[src/hdl/apt_pkg.sv]
// Shared widths, codes and types for the affine point transform.
`timescale 1ns / 1ps
package apt_pkg;

  localparam int COORD_WIDTH     = 32;
  localparam int COEF_WIDTH      = 16;
  localparam int FRAC_BITS       = COEF_WIDTH - 2;
  localparam int ROW_WIDTH       = 3 * COEF_WIDTH;
  localparam int VEC_WIDTH       = COORD_WIDTH + 1;
  localparam int PROD_WIDTH      = VEC_WIDTH + COEF_WIDTH;
  localparam int SUM_WIDTH       = PROD_WIDTH + 2;
  localparam int SHIFTED_WIDTH   = SUM_WIDTH - FRAC_BITS;
  localparam int ACC_WIDTH       = SHIFTED_WIDTH + 1;
  localparam int CFG_DATA_WIDTH  = (ROW_WIDTH > COORD_WIDTH) ? ROW_WIDTH : COORD_WIDTH;
  localparam int CFG_INDEX_WIDTH = 3;

  localparam logic [CFG_INDEX_WIDTH-1:0] REG_ROW0    = 3'd0;
  localparam logic [CFG_INDEX_WIDTH-1:0] REG_ROW1    = 3'd1;
  localparam logic [CFG_INDEX_WIDTH-1:0] REG_ROW2    = 3'd2;
  localparam logic [CFG_INDEX_WIDTH-1:0] REG_SHIFT_X = 3'd3;
  localparam logic [CFG_INDEX_WIDTH-1:0] REG_SHIFT_Y = 3'd4;
  localparam logic [CFG_INDEX_WIDTH-1:0] REG_SHIFT_Z = 3'd5;

  localparam logic [1:0] OP_POINT         = 2'd0;
  localparam logic [1:0] OP_DIRECTION     = 2'd1;
  localparam logic [1:0] OP_INV_DIRECTION = 2'd2;
  localparam logic [1:0] OP_INV_POINT     = 2'd3;

  typedef logic signed [COEF_WIDTH-1:0]  coef_t;
  typedef logic signed [COORD_WIDTH-1:0] coord_t;
  typedef logic signed [VEC_WIDTH-1:0]   vec_t;

  // rot[r][c]: row r, column c of the rotation
  typedef struct packed {
    coef_t  [2:0][2:0] rot;
    coord_t [2:0]      shift;
  } cfg_t;

  // coef[i][j]: weight of input component j in output component i
  typedef struct packed {
    logic              valid;
    logic              add_shift;
    vec_t   [2:0]      vec;
    coef_t  [2:0][2:0] coef;
    coord_t [2:0]      shift;
  } operand_t;

endpackage

[src/hdl/apt_operand_sel.sv]
// First stage: pre-subtract translation and pick plain or transposed weights.
`timescale 1ns / 1ps
module apt_operand_sel
  import apt_pkg::*;
(
  input  logic     clk,
  input  logic     rst,
  input  logic     take,
  input  logic [1:0] operation,
  input  coord_t   in_x,
  input  coord_t   in_y,
  input  coord_t   in_z,
  input  cfg_t     cfg,
  output operand_t opnd
);

  operand_t opnd_next;
  coord_t [2:0] vin;
  logic transpose;
  logic subtract;

  always_comb begin
    vin = {in_z, in_y, in_x};
    case (operation)
      OP_POINT:         begin transpose = 1'b0; subtract = 1'b0; end
      OP_DIRECTION:     begin transpose = 1'b0; subtract = 1'b0; end
      OP_INV_DIRECTION: begin transpose = 1'b1; subtract = 1'b0; end
      OP_INV_POINT:     begin transpose = 1'b1; subtract = 1'b1; end
      default:          begin transpose = 1'b0; subtract = 1'b0; end
    endcase
    opnd_next.valid     = take;
    opnd_next.add_shift = (operation == OP_POINT);
    opnd_next.shift     = cfg.shift;
    for (int j = 0; j < 3; j++) begin
      // one extra bit keeps the difference from wrapping
      if (subtract)
        opnd_next.vec[j] = VEC_WIDTH'($signed(vin[j])) - VEC_WIDTH'($signed(cfg.shift[j]));
      else
        opnd_next.vec[j] = VEC_WIDTH'($signed(vin[j]));
    end
    for (int i = 0; i < 3; i++) begin
      for (int j = 0; j < 3; j++) begin
        opnd_next.coef[i][j] = transpose ? cfg.rot[j][i] : cfg.rot[i][j];
      end
    end
  end

  always_ff @(posedge clk) begin
    if (rst) begin
      opnd.valid <= 1'b0;
    end else begin
      opnd.valid <= opnd_next.valid;
    end
    opnd.add_shift <= opnd_next.add_shift;
    opnd.vec       <= opnd_next.vec;
    opnd.coef      <= opnd_next.coef;
    opnd.shift     <= opnd_next.shift;
  end

endmodule

[config.mk]
export PLATFORM = sky130hd
export DESIGN_NAME = apt_operand_sel
export DESIGN_NICKNAME = d
export VERILOG_FILES = /design/src/hdl/apt_pkg.sv /design/src/hdl/apt_operand_sel.sv
export SDC_FILE = /design/constraint.sdc
export NUM_CORES = 1
export LEC_CHECK = 0
export BUFFER_PORTS_ARGS = -buffer_cell sky130_fd_sc_hd__buf_2
export CAP_MARGIN = 20
export CORE_AREA = 2 2 266 268
export DETAILED_ROUTE_END_ITERATION = 8
export DIE_AREA = 0 0 268 270
export PLACE_DENSITY = 0.41
export SYNTH_ARGS = -nofsm -noshare
export SYNTH_HDL_FRONTEND = slang
export SYNTH_SLANG_ARGS = --single-unit
export TNS_END_PERCENT = 30
[constraint.sdc]
create_clock -name clk -period 3.27 [get_ports clk]
set_clock_uncertainty 0.05 [all_clocks]
set_input_delay 0 -clock clk [delete_from_list [all_inputs] [get_ports clk]]
set_output_delay 0 -clock clk [all_outputs]
set_load 0.01 [all_outputs]
==> impl_metrics.toml <==
[clock_network]
path_clk_slew_ns = 0.06
cts_tree = "done"
cts_root_buf = "clkbuf_16"
clock-sinks = 341
clockBufferDepth = 3
cts_buffers = 42
htree_num_levels = 2
cts_setup_buffers = 0

[finish]
largest_register = "opnd"
reg_top3 = "opnd x341"
drive_gt1_share_pct = 31.2
layout.nets = 3194
largest_reg_flops = 341
mostFrequentLayoutCell = "buf_2"
layout_common_cells = "buf_2, dlygate4sd3_1, dfxtp_1, nand2_1, inv_1"
area_delta_synth_final_pct = 70.2

[critical_path]
crit_path_end_kind = "flop"
start_kind = "input port"
cp.required_ns = 3.67
path_max_fanout = 4
cp.arrival_ns = 3.33
path_class = "in -> reg"

[floorplan]
core_area_um2 = 69500
fp.dieW_um = 268
dieHeight_um = 270
initial_core_util_pct = 21.7
fp-row-count = 97
ios = 682
dieArea_um2 = 72400

[power_and_ir_drop]
ir_drop_mv = 0.377
p_switching_uw = 3470
p_per_area_nw_per_um2 = 469
p_int_uw = 8550
switching_share_pct = 28.9
p_clk_share_pct = 38.7
p_seq_share_pct = 38.0
p_leak_uw = 0.0122
comb_power_share_pct = 23.3

[flow_run]
drv_cap = 0

[synth]
async_reset_ff_share_pct = 0
synth_seq_area_share_pct = 45.3
syn_inst = 1606
synth_edf_count = 0
avgSynthCellArea_um2 = 9.39
yosysWarnings = 0
synth_top_area_cell = "dfxtp_1"
synthesis.area_um2 = 15100
synthTopCellsByArea = "dfxtp_1, ha_1, mux2_2"
synth_top_area_share_pct = 45.3
synth_flop_cell = "dfxtp_1"
synth_nets = 2046
ys_ff_latch = 341
ys_types = 74

[place]
post-place-ws_ns = 0.446
place_hpwl_um = 49300
place.port_buffers = 681
gp_congestion = 0.894

[sta]
tns_ns = 0
finalCriticalPeriod_ns = 2.92
layout_setup_ws_ns = 0.347
setup_viol = 0
fin_crit_sh_pct = 89.4
maxSlewHeadroom_pct = 31.5
rsz0062_at_grt = "false"
hold_violations = 0
drv_slew = 0
timing.fmax_ghz = 0.342
worst_pin_slew_ns = 1.03

[detailed_routing]
avgRoutedWirePerCell_um = 17.3
num_vias = 16100
drc_errors = 0
drtPass1Iterations = 5
wl_um = 64500
via_per_inst = 4.32
drtIter0Drc = 574
ant_nets = 0

[outcome]
status = "completed"

[min_path]
hold-path-endpoint = "opnd[235]"
whs_path_depth = 2
holdCritStartpoint = "cfg[235]"
hp-class = "in -> reg"

[grt]
antenna_found_initial = 7
grt_pass1_wl_um = 97500
grt_max_degree = 81
grt_usage_pct = 17.4
overflow = 0
grt_pass1_vias = 17158
==> worst max-delay path: stages <==
cell	delay, ns
dlygate4sd3_1	0.55
buf_2	0.14
ha_1	0.21
fa_1	0.42
nor2b_1	0.17
o31a_1	0.25
o311ai_1	0.22
a21oi_2	0.31
o221ai_1	0.23
o2111ai_1	0.23
nand2_1	0.06
dlygate4sd3_1	0.54
==> power groups by stage <==
stage | sequential [µW] | clock [µW] | combinational (µW)
6_report | 4570 | 4650 | 2800
5_1_grt | 4600 | 5010 | 3080
4_1_cts | 4570 | 4820 | 2810
3_5_place_dp | 4660 | 0 | 2300
3_3_place_gp | 4660 | 0 | 2290
2_1_floorplan | 4830 | 0 | 1130
==> cell families after synthesis <==
logic type	synth area share, %
adder cells (fa/ha/maj)	8.37
XOR/XNOR	3.08
AND/OR/NAND/NOR	12.0
AO/OA/AOI/OAI	18.7
flip-flops	45.3
buffers and inverters	5.04
multiplexers	7.53
==> worst max-delay path by stage <==
stage / from / to / slack, ns / cells past startpoint
2_1_floorplan: cfg[38] / opnd[296] / 1.10 / 9
3_3_place_gp: in_x[0] / opnd[272] / 0.52 / 11
3_5_place_dp: in_x[0] / opnd[272] / 0.45 / 11
4_1_cts: cfg[32] / opnd[305] / 0.11 / 12
5_1_grt: in_y[0] / opnd[305] / 0.16 / 13
6_report: cfg[32] / opnd[305] / 0.35 / 12
==> synth_stat cells (all sizes together), types with 7 or more instances <==
| cell | instances |
|---|---|
| xnor2 | 28 |
| dfxtp | 341 |
| nor2b | 8 |
| o21bai | 14 |
| nand2b | 16 |
| o311ai | 10 |
| nand3 | 28 |
| and3 | 13 |
| a211oi | 12 |
| o21a | 24 |
| nor2 | 61 |
| clkbuf | 56 |
| o2111ai | 7 |
| o21ai | 107 |
| nor3 | 31 |
| a21o | 49 |
| buf | 12 |
| and2 | 7 |
| xor2 | 25 |
| mux2 | 99 |
| a21oi | 113 |
| inv | 121 |
| ha | 96 |
| o211ai | 16 |
| a31oi | 13 |
| o31ai | 19 |
| nand2 | 173 |
| nand4 | 22 |
==> area by class of cell <==
class                      count  area [µm²]
antenna                        1        2.50
clock buffer                  58        1180
clock inverter                19         180
fill                        7121       43900
inverter                     121         454
multi-input combinational   1076        7500
sequential                   341        6830
tap                          940        1180
timing repair buffer        1172        8330
==> metal layers <==
layer,wire (µm),up-vias,track usage [%]
li1,-,7988,-
met1,27300,7492,20.8
met2,30500,472,29.3
met3,4430,138,5.03
met4,2240,10,6.37
met5,58,-,0
==> repair_timing <==
action,4_1_cts,5_1_grt
hold buffers,482,1
endpoints found under the setup margin,0,1
gates resized for setup,0,2
hold endpoints to repair,341,1
==> stage by stage <==
stage / cells / cell area (µm²) / util [%] / power [µW] / hold WS, ns
after floorplan: 1606 / 15100 / - / 5960 / -0.0223
after global placement: 3167 / 19500 / 28.0 / 6950 / 0.0534
after detailed placement: 3167 / 19500 / 28.0 / 6950 / 0.0536
after CTS: 3726 / 25600 / 36.9 / 12200 / 0.000547
after global routing: 3728 / 25700 / 36.9 / 12700 / 0.00304
final: 3728 / 25700 / 36.9 / 12000 / 0.0369
Note: power is estimated with default switching activity, not from simulation.
