**src/hdl/apt_pkg.sv**
```systemverilog
// Shared widths, codes and types for the affine point transform.
`timescale 1ns / 1ps
package apt_pkg;

  localparam int COORD_WIDTH     = 32;
  localparam int COEF_WIDTH      = 16;
  localparam int FRAC_BITS       = COEF_WIDTH - 2;
  localparam int ROW_WIDTH       = 3 * COEF_WIDTH;
  localparam int VEC_WIDTH       = COORD_WIDTH + 1;
  localparam int PROD_WIDTH      = VEC_WIDTH + COEF_WIDTH;
  localparam int SUM_WIDTH       = PROD_WIDTH + 2;
  localparam int SHIFTED_WIDTH   = SUM_WIDTH - FRAC_BITS;
  localparam int ACC_WIDTH       = SHIFTED_WIDTH + 1;
  localparam int CFG_DATA_WIDTH  = (ROW_WIDTH > COORD_WIDTH) ? ROW_WIDTH : COORD_WIDTH;
  localparam int CFG_INDEX_WIDTH = 3;

  localparam logic [CFG_INDEX_WIDTH-1:0] REG_ROW0    = 3'd0;
  localparam logic [CFG_INDEX_WIDTH-1:0] REG_ROW1    = 3'd1;
  localparam logic [CFG_INDEX_WIDTH-1:0] REG_ROW2    = 3'd2;
  localparam logic [CFG_INDEX_WIDTH-1:0] REG_SHIFT_X = 3'd3;
  localparam logic [CFG_INDEX_WIDTH-1:0] REG_SHIFT_Y = 3'd4;
  localparam logic [CFG_INDEX_WIDTH-1:0] REG_SHIFT_Z = 3'd5;

  localparam logic [1:0] OP_POINT         = 2'd0;
  localparam logic [1:0] OP_DIRECTION     = 2'd1;
  localparam logic [1:0] OP_INV_DIRECTION = 2'd2;
  localparam logic [1:0] OP_INV_POINT     = 2'd3;

  typedef logic signed [COEF_WIDTH-1:0]  coef_t;
  typedef logic signed [COORD_WIDTH-1:0] coord_t;
  typedef logic signed [VEC_WIDTH-1:0]   vec_t;

  // rot[r][c]: row r, column c of the rotation
  typedef struct packed {
    coef_t  [2:0][2:0] rot;
    coord_t [2:0]      shift;
  } cfg_t;

  // coef[i][j]: weight of input component j in output component i
  typedef struct packed {
    logic              valid;
    logic              add_shift;
    vec_t   [2:0]      vec;
    coef_t  [2:0][2:0] coef;
    coord_t [2:0]      shift;
  } operand_t;

endpackage

```
**src/hdl/apt_cfg_regs.sv**
```systemverilog
// Configuration register file: rotation rows and translation.
`timescale 1ns / 1ps
module apt_cfg_regs
  import apt_pkg::*;
(
  input  logic                       clk,
  input  logic                       rst,
  input  logic                       cfg_we,
  input  logic [CFG_INDEX_WIDTH-1:0] cfg_index,
  input  logic [CFG_DATA_WIDTH-1:0]  cfg_data,
  output cfg_t                       cfg
);

  logic [2:0][ROW_WIDTH-1:0]   rows;
  logic [2:0][COORD_WIDTH-1:0] shifts;

  always_ff @(posedge clk) begin
    if (rst) begin
      for (int r = 0; r < 3; r++) begin
        rows[r]   <= ROW_WIDTH'(1) << (FRAC_BITS + r * COEF_WIDTH);
        shifts[r] <= '0;
      end
    end else if (cfg_we) begin
      case (cfg_index)
        REG_ROW0:    rows[0]   <= cfg_data[ROW_WIDTH-1:0];
        REG_ROW1:    rows[1]   <= cfg_data[ROW_WIDTH-1:0];
        REG_ROW2:    rows[2]   <= cfg_data[ROW_WIDTH-1:0];
        REG_SHIFT_X: shifts[0] <= cfg_data[COORD_WIDTH-1:0];
        REG_SHIFT_Y: shifts[1] <= cfg_data[COORD_WIDTH-1:0];
        REG_SHIFT_Z: shifts[2] <= cfg_data[COORD_WIDTH-1:0];
        default: begin
          // drop writes beyond the register list
        end
      endcase
    end
  end

  always_comb begin
    for (int r = 0; r < 3; r++) begin
      for (int c = 0; c < 3; c++) begin
        cfg.rot[r][c] = rows[r][c*COEF_WIDTH +: COEF_WIDTH];
      end
      cfg.shift[r] = shifts[r];
    end
  end

endmodule

```
**config.mk**
```make
export PLATFORM = sky130hd
export DESIGN_NAME = apt_cfg_regs
export DESIGN_NICKNAME = d
export VERILOG_FILES = /design/src/hdl/apt_pkg.sv /design/src/hdl/apt_cfg_regs.sv
export SDC_FILE = /design/constraint.sdc
export NUM_CORES = 1
export LEC_CHECK = 0
export BUFFER_PORTS_ARGS = -buffer_cell sky130_fd_sc_hd__buf_2
export CAP_MARGIN = 25
export CORE_UTILIZATION = 55
export DETAILED_ROUTE_END_ITERATION = 10
export PLACE_DENSITY_LB_ADDON = 0.12
export REMOVE_ABC_BUFFERS = 1
export SLEW_MARGIN = 30
export SYNTH_ARGS = -nofsm -noshare
export SYNTH_HDL_FRONTEND = slang
export SYNTH_SLANG_ARGS = --single-unit
```
**constraint.sdc**
```tcl
create_clock -name clk -period 3.3 [get_ports clk]
set_clock_uncertainty 0.1 [all_clocks]
set_input_delay 0 -clock clk [delete_from_list [all_inputs] [get_ports clk]]
set_output_delay 0 -clock clk [all_outputs]
set_load 0.01 [all_outputs]
```
==> metrics.md, run 1 <==
| Metric | Value |
|---|---|
| Wire per inst | `16.63 um` |
| Worst path buffer plus inverter count | `3` |
| Sequential fraction of the synthesis area | `approximately half` |
| Antenna Cells | `0` |
| Relative slew margins | `52.51%` |
| Worst setup SP type | `primary input` |
| Starting Density | `approximately 56%` |
| Final worst path period share | `57.23%` |
| Peak VDD IR | `roughly 0.00037 V` |
| Cell family with most CP delay | `buffers and inverters` |
| H-Tree Depth | `1` |
| Clock Latency Late Sink | `0.50 ns` |
| Clock Pin Slew Worst Setup and Hold Paths | `0.06 ns` |
| Share of layout cells above drive strength 1 | `29.43%` |
| Worst-Margin Slew | `0.7108 ns` |
| Via Count | `around 7,000` |
| Setup repair after global routing missed its margin | `no` |
| Vias/cell | `4.981` |
| Initial drt markers | `239` |
| Die area | `17,610 um^2` |
| Busiest metal layer after global routing | `met2` |
| Final Setup Violations | `0` |
| Overflow after GRT | `0` |
| Root Driver | `clkbuf_16` |
| Critical path cell sequence | `buf_2 > nand4bb_4 > buf_4 > mux2i_1 > dlygate4sd3_1` |
| Final max-slew violation count | `0` |
| IO Count | `294` |
| Post-CTS Setup Inserts | `0` |
| Status | `completed` |
| Cell Rows | `47` |
| CTS buffer count | `25` |
| Max Cap Viol | `0` |
| Design area | `12,400 um^2` |
| Max FO, Critical Path | `25` |
| Yosys top cell by area | `dfxtp_1` |
| YS warnings | `0` |
| Worst Path Required | `3.60 ns` |
| Port bufs | `between 200 and 300` |
| Global-route wire length before repair | `36,630 um` |
| Initial antenna violation count | `0` |
| CP Capture Type | `register` |
| Commonest cells post-synth | `nand2b_1, dfxtp_1, mux2i_1` |
| Met3 Use GR | `6.705%` |
| Nets@finish | `1,219` |
| Syn_area_per_cell | `between 10 and 15 um^2` |
| Vias in the first global route | `7,026` |
| Longest Clk Path Bufs | `3` |
| Fill count | `between 1,000 and 1,500` |
| CP max stage cell | `nand4bb_4` |
| Placer Congestion | `a little over 0.8` |
| Hold Path Class | `in -> reg` |
| CTS sink count | `240` |
| Drt total wl | `between 20,000 and 25,000 um` |
| Die H | `132.7 um` |
| Tot Pwr | `~6.3 mW` |
| Dominant cells by area after synthesis | `dfxtp_1, mux2i_1, nand2b_1, clkbuf_1, buf_2` |
| Horiz. Die Dim | `132.7 um` |
| Synth-to-layout area growth | `31.91%` |
| Post-synth top flop | `dfxtp_1` |
| Largest net degree at the start of global routing | `94` |
| DRC viols | `0` |
| Grt met2 use | `45.15%` |
| Pwr Density | `509.3 nW/um^2` |
| Post-synth ARST share | `0%` |
| CP Data Arrival Time | `2.19 ns` |
| Largest stage delay, worst path | `between 0.7 and 0.8 ns` |
| Post-DP HPWL | `14,620 um` |
| Fmax | `529.5 MHz` |
| Top-area cell type share of the netlist area | `around 51%` |
| Hold Violations, Final | `0` |
| Cells after synthesis | `841` |
| Crit path time final | `1.888 ns` |
| First-pass iteration count of the detailed router | `4` |
| Post-synthesis register bit count | `240` |
| Mapped Area | `around 9400 um^2` |
| EDFF count, synth | `0` |
| Gr usage total | `approximately a quarter` |
| Most common cell in the netlist | `nand2b_1` |
| Placed Instance Area | `approximately 11,000 um^2` |
| Leak | `roughly 6.6 nW` |
| Yosys cell types | `13` |
| Met1 Use GR | `a little under a third` |
| Final core occ | `74.49%` |
| Post-DRT Antenna Nets | `0` |
| Core area | `16,640 um^2` |
| Largest register FFs | `240` |
| Worst setup path class | `in -> reg` |
| CTS tree | `built` |
-- cell type report --
type                            instances  area, um^2  share of cell area [%]
Tap cell                              220       275.3                   2.220
Multi-Input combinational cell        539        4362                   35.18
Clock buffer                           35       693.2                   5.591
Timing Repair Buffer                  359        2132                   17.20
Clock inverter                          6       130.1                   1.050
Sequential cell                       240        4805                   38.76
-- routing by layer --
layer | vias up | routed length [um] | share of wire (%)
li1 | 3418 | - | -
met1 | 3280 | 9633 | 41
met2 | 223 | 11200 | 48
met3 | 47 | 1649 | 7.1
met4 | 0 | 777 | 3.3
met5 | - | 0 | 0
-- kinds of logic after synthesis --
kind of cell	share of synthesized area (%)
buffers and inverters	3.209
flip-flops	51.13
multiplexers	25.56
AND/OR/NAND/NOR	20.10
-- cells in the final DEF, fill, tap and decap left out, drive strengths merged --
cell type,instances
dlygate4sd3,52
nand2b,285
or4b,1
nor4bb,1
nand4bb,3
nor2,6
dfxtp,240
nor4b,1
bufinv,4
buf,307
nand4b,2
mux2i,240
clkinv,2
clkbuf,35
-- final timing paths --
kind / startpoint / endpoint / slack, ns / depth (start not counted)
worst min-delay path: cfg_index[0] / cfg[163]$_SDFFE_PP0P_ / 0.04 / 3
worst min register to register: cfg[113]$_SDFFE_PP0P_ / cfg[113]$_SDFFE_PP0P_ / 0.37 / 2
worst max-delay path: cfg_index[2] / cfg[238]$_SDFFE_PP1P_ / 1.41 / 5
worst max register to register: cfg[238]$_SDFFE_PP1P_ / cfg[238]$_SDFFE_PP1P_ / 2.00 / 3
-- worst register-to-register path, delay by kind of cell, from the launching register on --
kind | cells | cell delay (ns)
buffers and inverters | 1 | 0.57
flip-flops | 1 | 0.32
multiplexers | 1 | 0.10
AND/OR/NAND/NOR | 1 | 0.10
-- metrics by stage --
stage                     TNS, ns  instances  hold slack, ns  setup slack, ns
final                           0       1399         0.03864            1.412
after detailed placement        0       1304          0.1835            1.449
after floorplan           -101.33        779         0.05649           -2.815
after global routing            0       1399         0.06404            1.345
after CTS                       0       1397         0.05996            1.457
after global placement          0       1304          0.1747            1.480
-- timing repair --
item | in CTS | in global routing
endpoints found under the hold margin | 240 | 0
resized for setup | 0 | 0
endpoints found under the setup margin | 0 | 0
hold buffers | 52 | 0
-- report_power, final --
part	switching [mW]	internal [mW]	leakage, nW
Combinational	0.241	0.239	4.21
Clock	1.08	1.76	0.402
Sequential	0.0312	2.96	1.94
Total	1.35	4.96	6.56
Note: power is estimated with default switching activity, not from simulation.
==> run 2: changes to the inputs <==
Settings changed: ABC_AREA from default to 1, CORE_UTILIZATION 55 to 46.
Clock period 3.3 ns to 1.7 ns, I/O delays scaled along.
==> metrics.md, run 2 <==
| Metric | Value |
|---|---|
| CTS tree | `built` |
| CP Capture Type | `register` |
| Clock Latency Late Sink | `0.51 ns (about the same)` |
| CTS buffer count | `26 (+4.0%)` |
| Area of the multi-input gates | `4039 um^2 (-7.4%)` |
| Starting Density | `46.78% (-9.7 points)` |
| Hold Violations, Final | `0 (unchanged)` |
| Register area | `4805 um^2 (unchanged)` |
| Vias/cell | `4.868 (-2.3%)` |
| CTS sink count | `240 (unchanged)` |
| Yosys top cell by area | `dfxtp_1` |
| Final worst path period share | `between 90% and 100%` |
| Horiz. Die Dim | `145.2 um (+9.4%)` |
| Final core occ | `63.19% (-11 points)` |
| Relative slew margins | `69.77% (+17 points)` |
| Post-synth top flop | `dfxtp_1` |
| Die area | `21,090 um^2 (+20%)` |
| Drt total wl | `29,090 um (+25%)` |
| Max FO, Critical Path | `46 (+84%)` |
| Leak | `6.315 nW (-3.7%)` |
| Clock Pin Slew Worst Setup and Hold Paths | `0.06 ns (about the same)` |
| Commonest cells post-synth | `nor2_1, nand2_1, dfxtp_1, nand3_1, inv_1` |
| Yosys cell types | `12 (-1)` |
| Setup repair after global routing missed its margin | `no` |
| RR Startpoint | `cfg[174]$_SDFFE_PP1P_` |
| Reg2reg path depth | `3 (unchanged)` |
| Fmax | `632.0 MHz` |
| Reg2Reg Setup Slack | `0.48 ns (-1.52 ns)` |
| Final Setup Violations | `0 (unchanged)` |
| Min-delay src | `cfg_index[2]` |
| Hold Path Class | `in -> reg` |
| Sequential fraction of the synthesis area | `50.92% (-0.20 points)` |
| Worst Path Required | `2.00 ns (-1.60 ns)` |
| Initial antenna violation count | `0 (unchanged)` |
| IO Count | `294 (unchanged)` |
| Via Count | `9,595 (+38%)` |
| EDFF count, synth | `0 (unchanged)` |
| Root Driver | `clkbuf_16` |
| Largest net degree at the start of global routing | `67 (-29%)` |
| Worst setup SP type | `primary input` |
| Longest Clk Path Bufs | `3 (unchanged)` |
| Most frequent cells in the layout | `nor2_1, buf_2, nand2_1` |
| Placer Congestion | `0.7926 (-1.4%)` |
| Worst-Margin Slew | `0.4535 ns (-0.2573 ns)` |
| Post-synthesis register bit count | `240 (unchanged)` |
| Max Cap Viol | `0 (unchanged)` |
| Vias in the first global route | `8,647 (+23%)` |
| Core area | `20,170 um^2 (+21%)` |
| Global-route wire length before repair | `46,300 um (+26%)` |
| Top-area cell type share of the netlist area | `50.92% (-0.20 points)` |
| Gr usage total | `27.00% (+1.0 points)` |
| Worst setup path class | `in -> reg` |
| Grt met2 use | `45.05% (-0.098 points)` |
| Cells after synthesis | `1,370 (+63%)` |
| Most common cell in the netlist | `nor2_1` |
| Post-CTS Setup Inserts | `0 (unchanged)` |
| Busiest metal layer after global routing | `met2` |
| Most common cell after layout, fill and taps aside | `nor2_1` |
| Port bufs | `293 (unchanged)` |
| Crit path time final | `1.582 ns` |
| Hold path depth | `6 (+3)` |
| Initial drt markers | `369 (+54%)` |
| First-pass iteration count of the detailed router | `4 (unchanged)` |
| Tot Pwr | `13.40 mW (+110%)` |
| Overflow after GRT | `0 (unchanged)` |
| Nets@finish | `1,735 (+42%)` |
| Fill count | `1,920 (+61%)` |
| Post-DP HPWL | `18,080 um (+24%)` |
| Syn_area_per_cell | `6.887 um^2 (-38%)` |
| Final max-slew violation count | `0 (unchanged)` |
| Post-DRT Antenna Nets | `0 (unchanged)` |
| Die H | `145.2 um (+9.4%)` |
| Pwr Density | `1052 nW/um^2 (+110%)` |
| Cell Rows | `52 (+11%)` |
| Met1 Use GR | `34.61% (+4.1 points)` |
| Setup TNS | `0 ns (unchanged)` |
| YS warnings | `0 (unchanged)` |
| Dominant cells by area after synthesis | `dfxtp_1, nor2_1, nand3_1, nand2_1, buf_2` |
| Wire per inst | `14.76 um (-11%)` |
| CP Data Arrival Time | `1.89 ns (-0.30 ns)` |
| H-Tree Depth | `1 (unchanged)` |
| Reg2reg end | `cfg[174]$_SDFFE_PP1P_` |
| DRC viols | `0 (unchanged)` |
| Peak VDD IR | `0.0007706 V (+110%)` |
| Hold endpoint | `cfg[112]$_SDFFE_PP0P_` |
| Status | `completed` |
| Largest register FFs | `240 (unchanged)` |
| Mapped Area | `9435 um^2 (+0.40%)` |
| Post-synth ARST share | `0% (unchanged)` |
| Share of layout cells above drive strength 1 | `22.59% (-6.8 points)` |
| Synth-to-layout area growth | `35.07%` |
| Met3 Use GR | `6.415% (-0.29 points)` |
## run 2: changes by cell type after synthesis, sizes merged, moves of 54 or more
cell and change:
inv +54, nand3 +240, nand2b -285, mux2i -240, nand2 +252, nor2 +478
## run 2: area by class of cell
class | count | share of cell area [%]
Tap cell | 270 | 2.651
Timing Repair Buffer | 382 | 18.93
Clock buffer | 40 | 6.470
Inverter | 55 | 1.679
Antenna cell | 1 | 0.01963
Multi-Input combinational cell | 976 | 31.69
Sequential cell | 240 | 37.70
Clock inverter | 7 | 0.8639
## run 2: timing repair
item,in CTS,in global routing
hold endpoints to repair,240,0
hold buffers,56,0
endpoints found under the setup margin,0,2
resized for setup,0,1
## run 2: how the worst max path moves through the flow
| stage | from | to | slack (ns) | cells after the start |
|---|---|---|---|---|
| floorplan | cfg_we | cfg[0]$_SDFFE_PP0P_ | -4.13 | 5 |
| global placement | cfg_index[2] | cfg[157]$_SDFFE_PP0P_ | 0.42 | 7 |
| detailed placement | cfg_index[2] | cfg[167]$_SDFFE_PP0P_ | 0.38 | 7 |
| CTS | rst | cfg[174]$_SDFFE_PP1P_ | 0.12 | 6 |
| global route | rst | cfg[174]$_SDFFE_PP1P_ | 0.06 | 6 |
| finish | rst | cfg[174]$_SDFFE_PP1P_ | 0.12 | 6 |
## run 2: kinds of logic (layout without fill, tap and decap cells)
family        count (synthesis)  after routing  synth area share [%]
other cells                   0              1                     0
buf+inv                     154            484                 7.015
flops                       240            240                 50.92
simple gates                976            976                 42.06
## run 2: stage by stage
stage / cells / instance area (um^2) / hold slack, ns / worst slack, ns
floorplan: 1271 / 8980 / 0.01322 / -4.129
global placement: 1867 / 11240 / 0.1173 / 0.4159
detailed placement: 1867 / 11240 / 0.1268 / 0.3772
CTS: 1970 / 12740 / 0.003443 / 0.1201
global route: 1970 / 12740 / 0.05083 / 0.06289
finish: 1971 / 12740 / 0.007966 / 0.1176
## run 2: metal layers
metal  routed length [um]  vias up  share of wire (%)
met2                13570      330                 47
met3                 2304       51                7.9
met1                12500     4352                 43
li1                     -     4862                  -
met4                  716        0                2.5
met5                    0        -                  0
## run 2: power breakdown
group	internal (mW)	switching, mW
registers	5.82	0.0990
logic	0.559	0.902
clock network	3.77	2.25
## run 2: critical path, stage by stage
cell and delay, ns:
dlygate4sd3_1 0.54, buf_2 0.15, inv_8 0.24, buf_12 0.25
nand3_1 0.10, dlygate4sd3_1 0.56
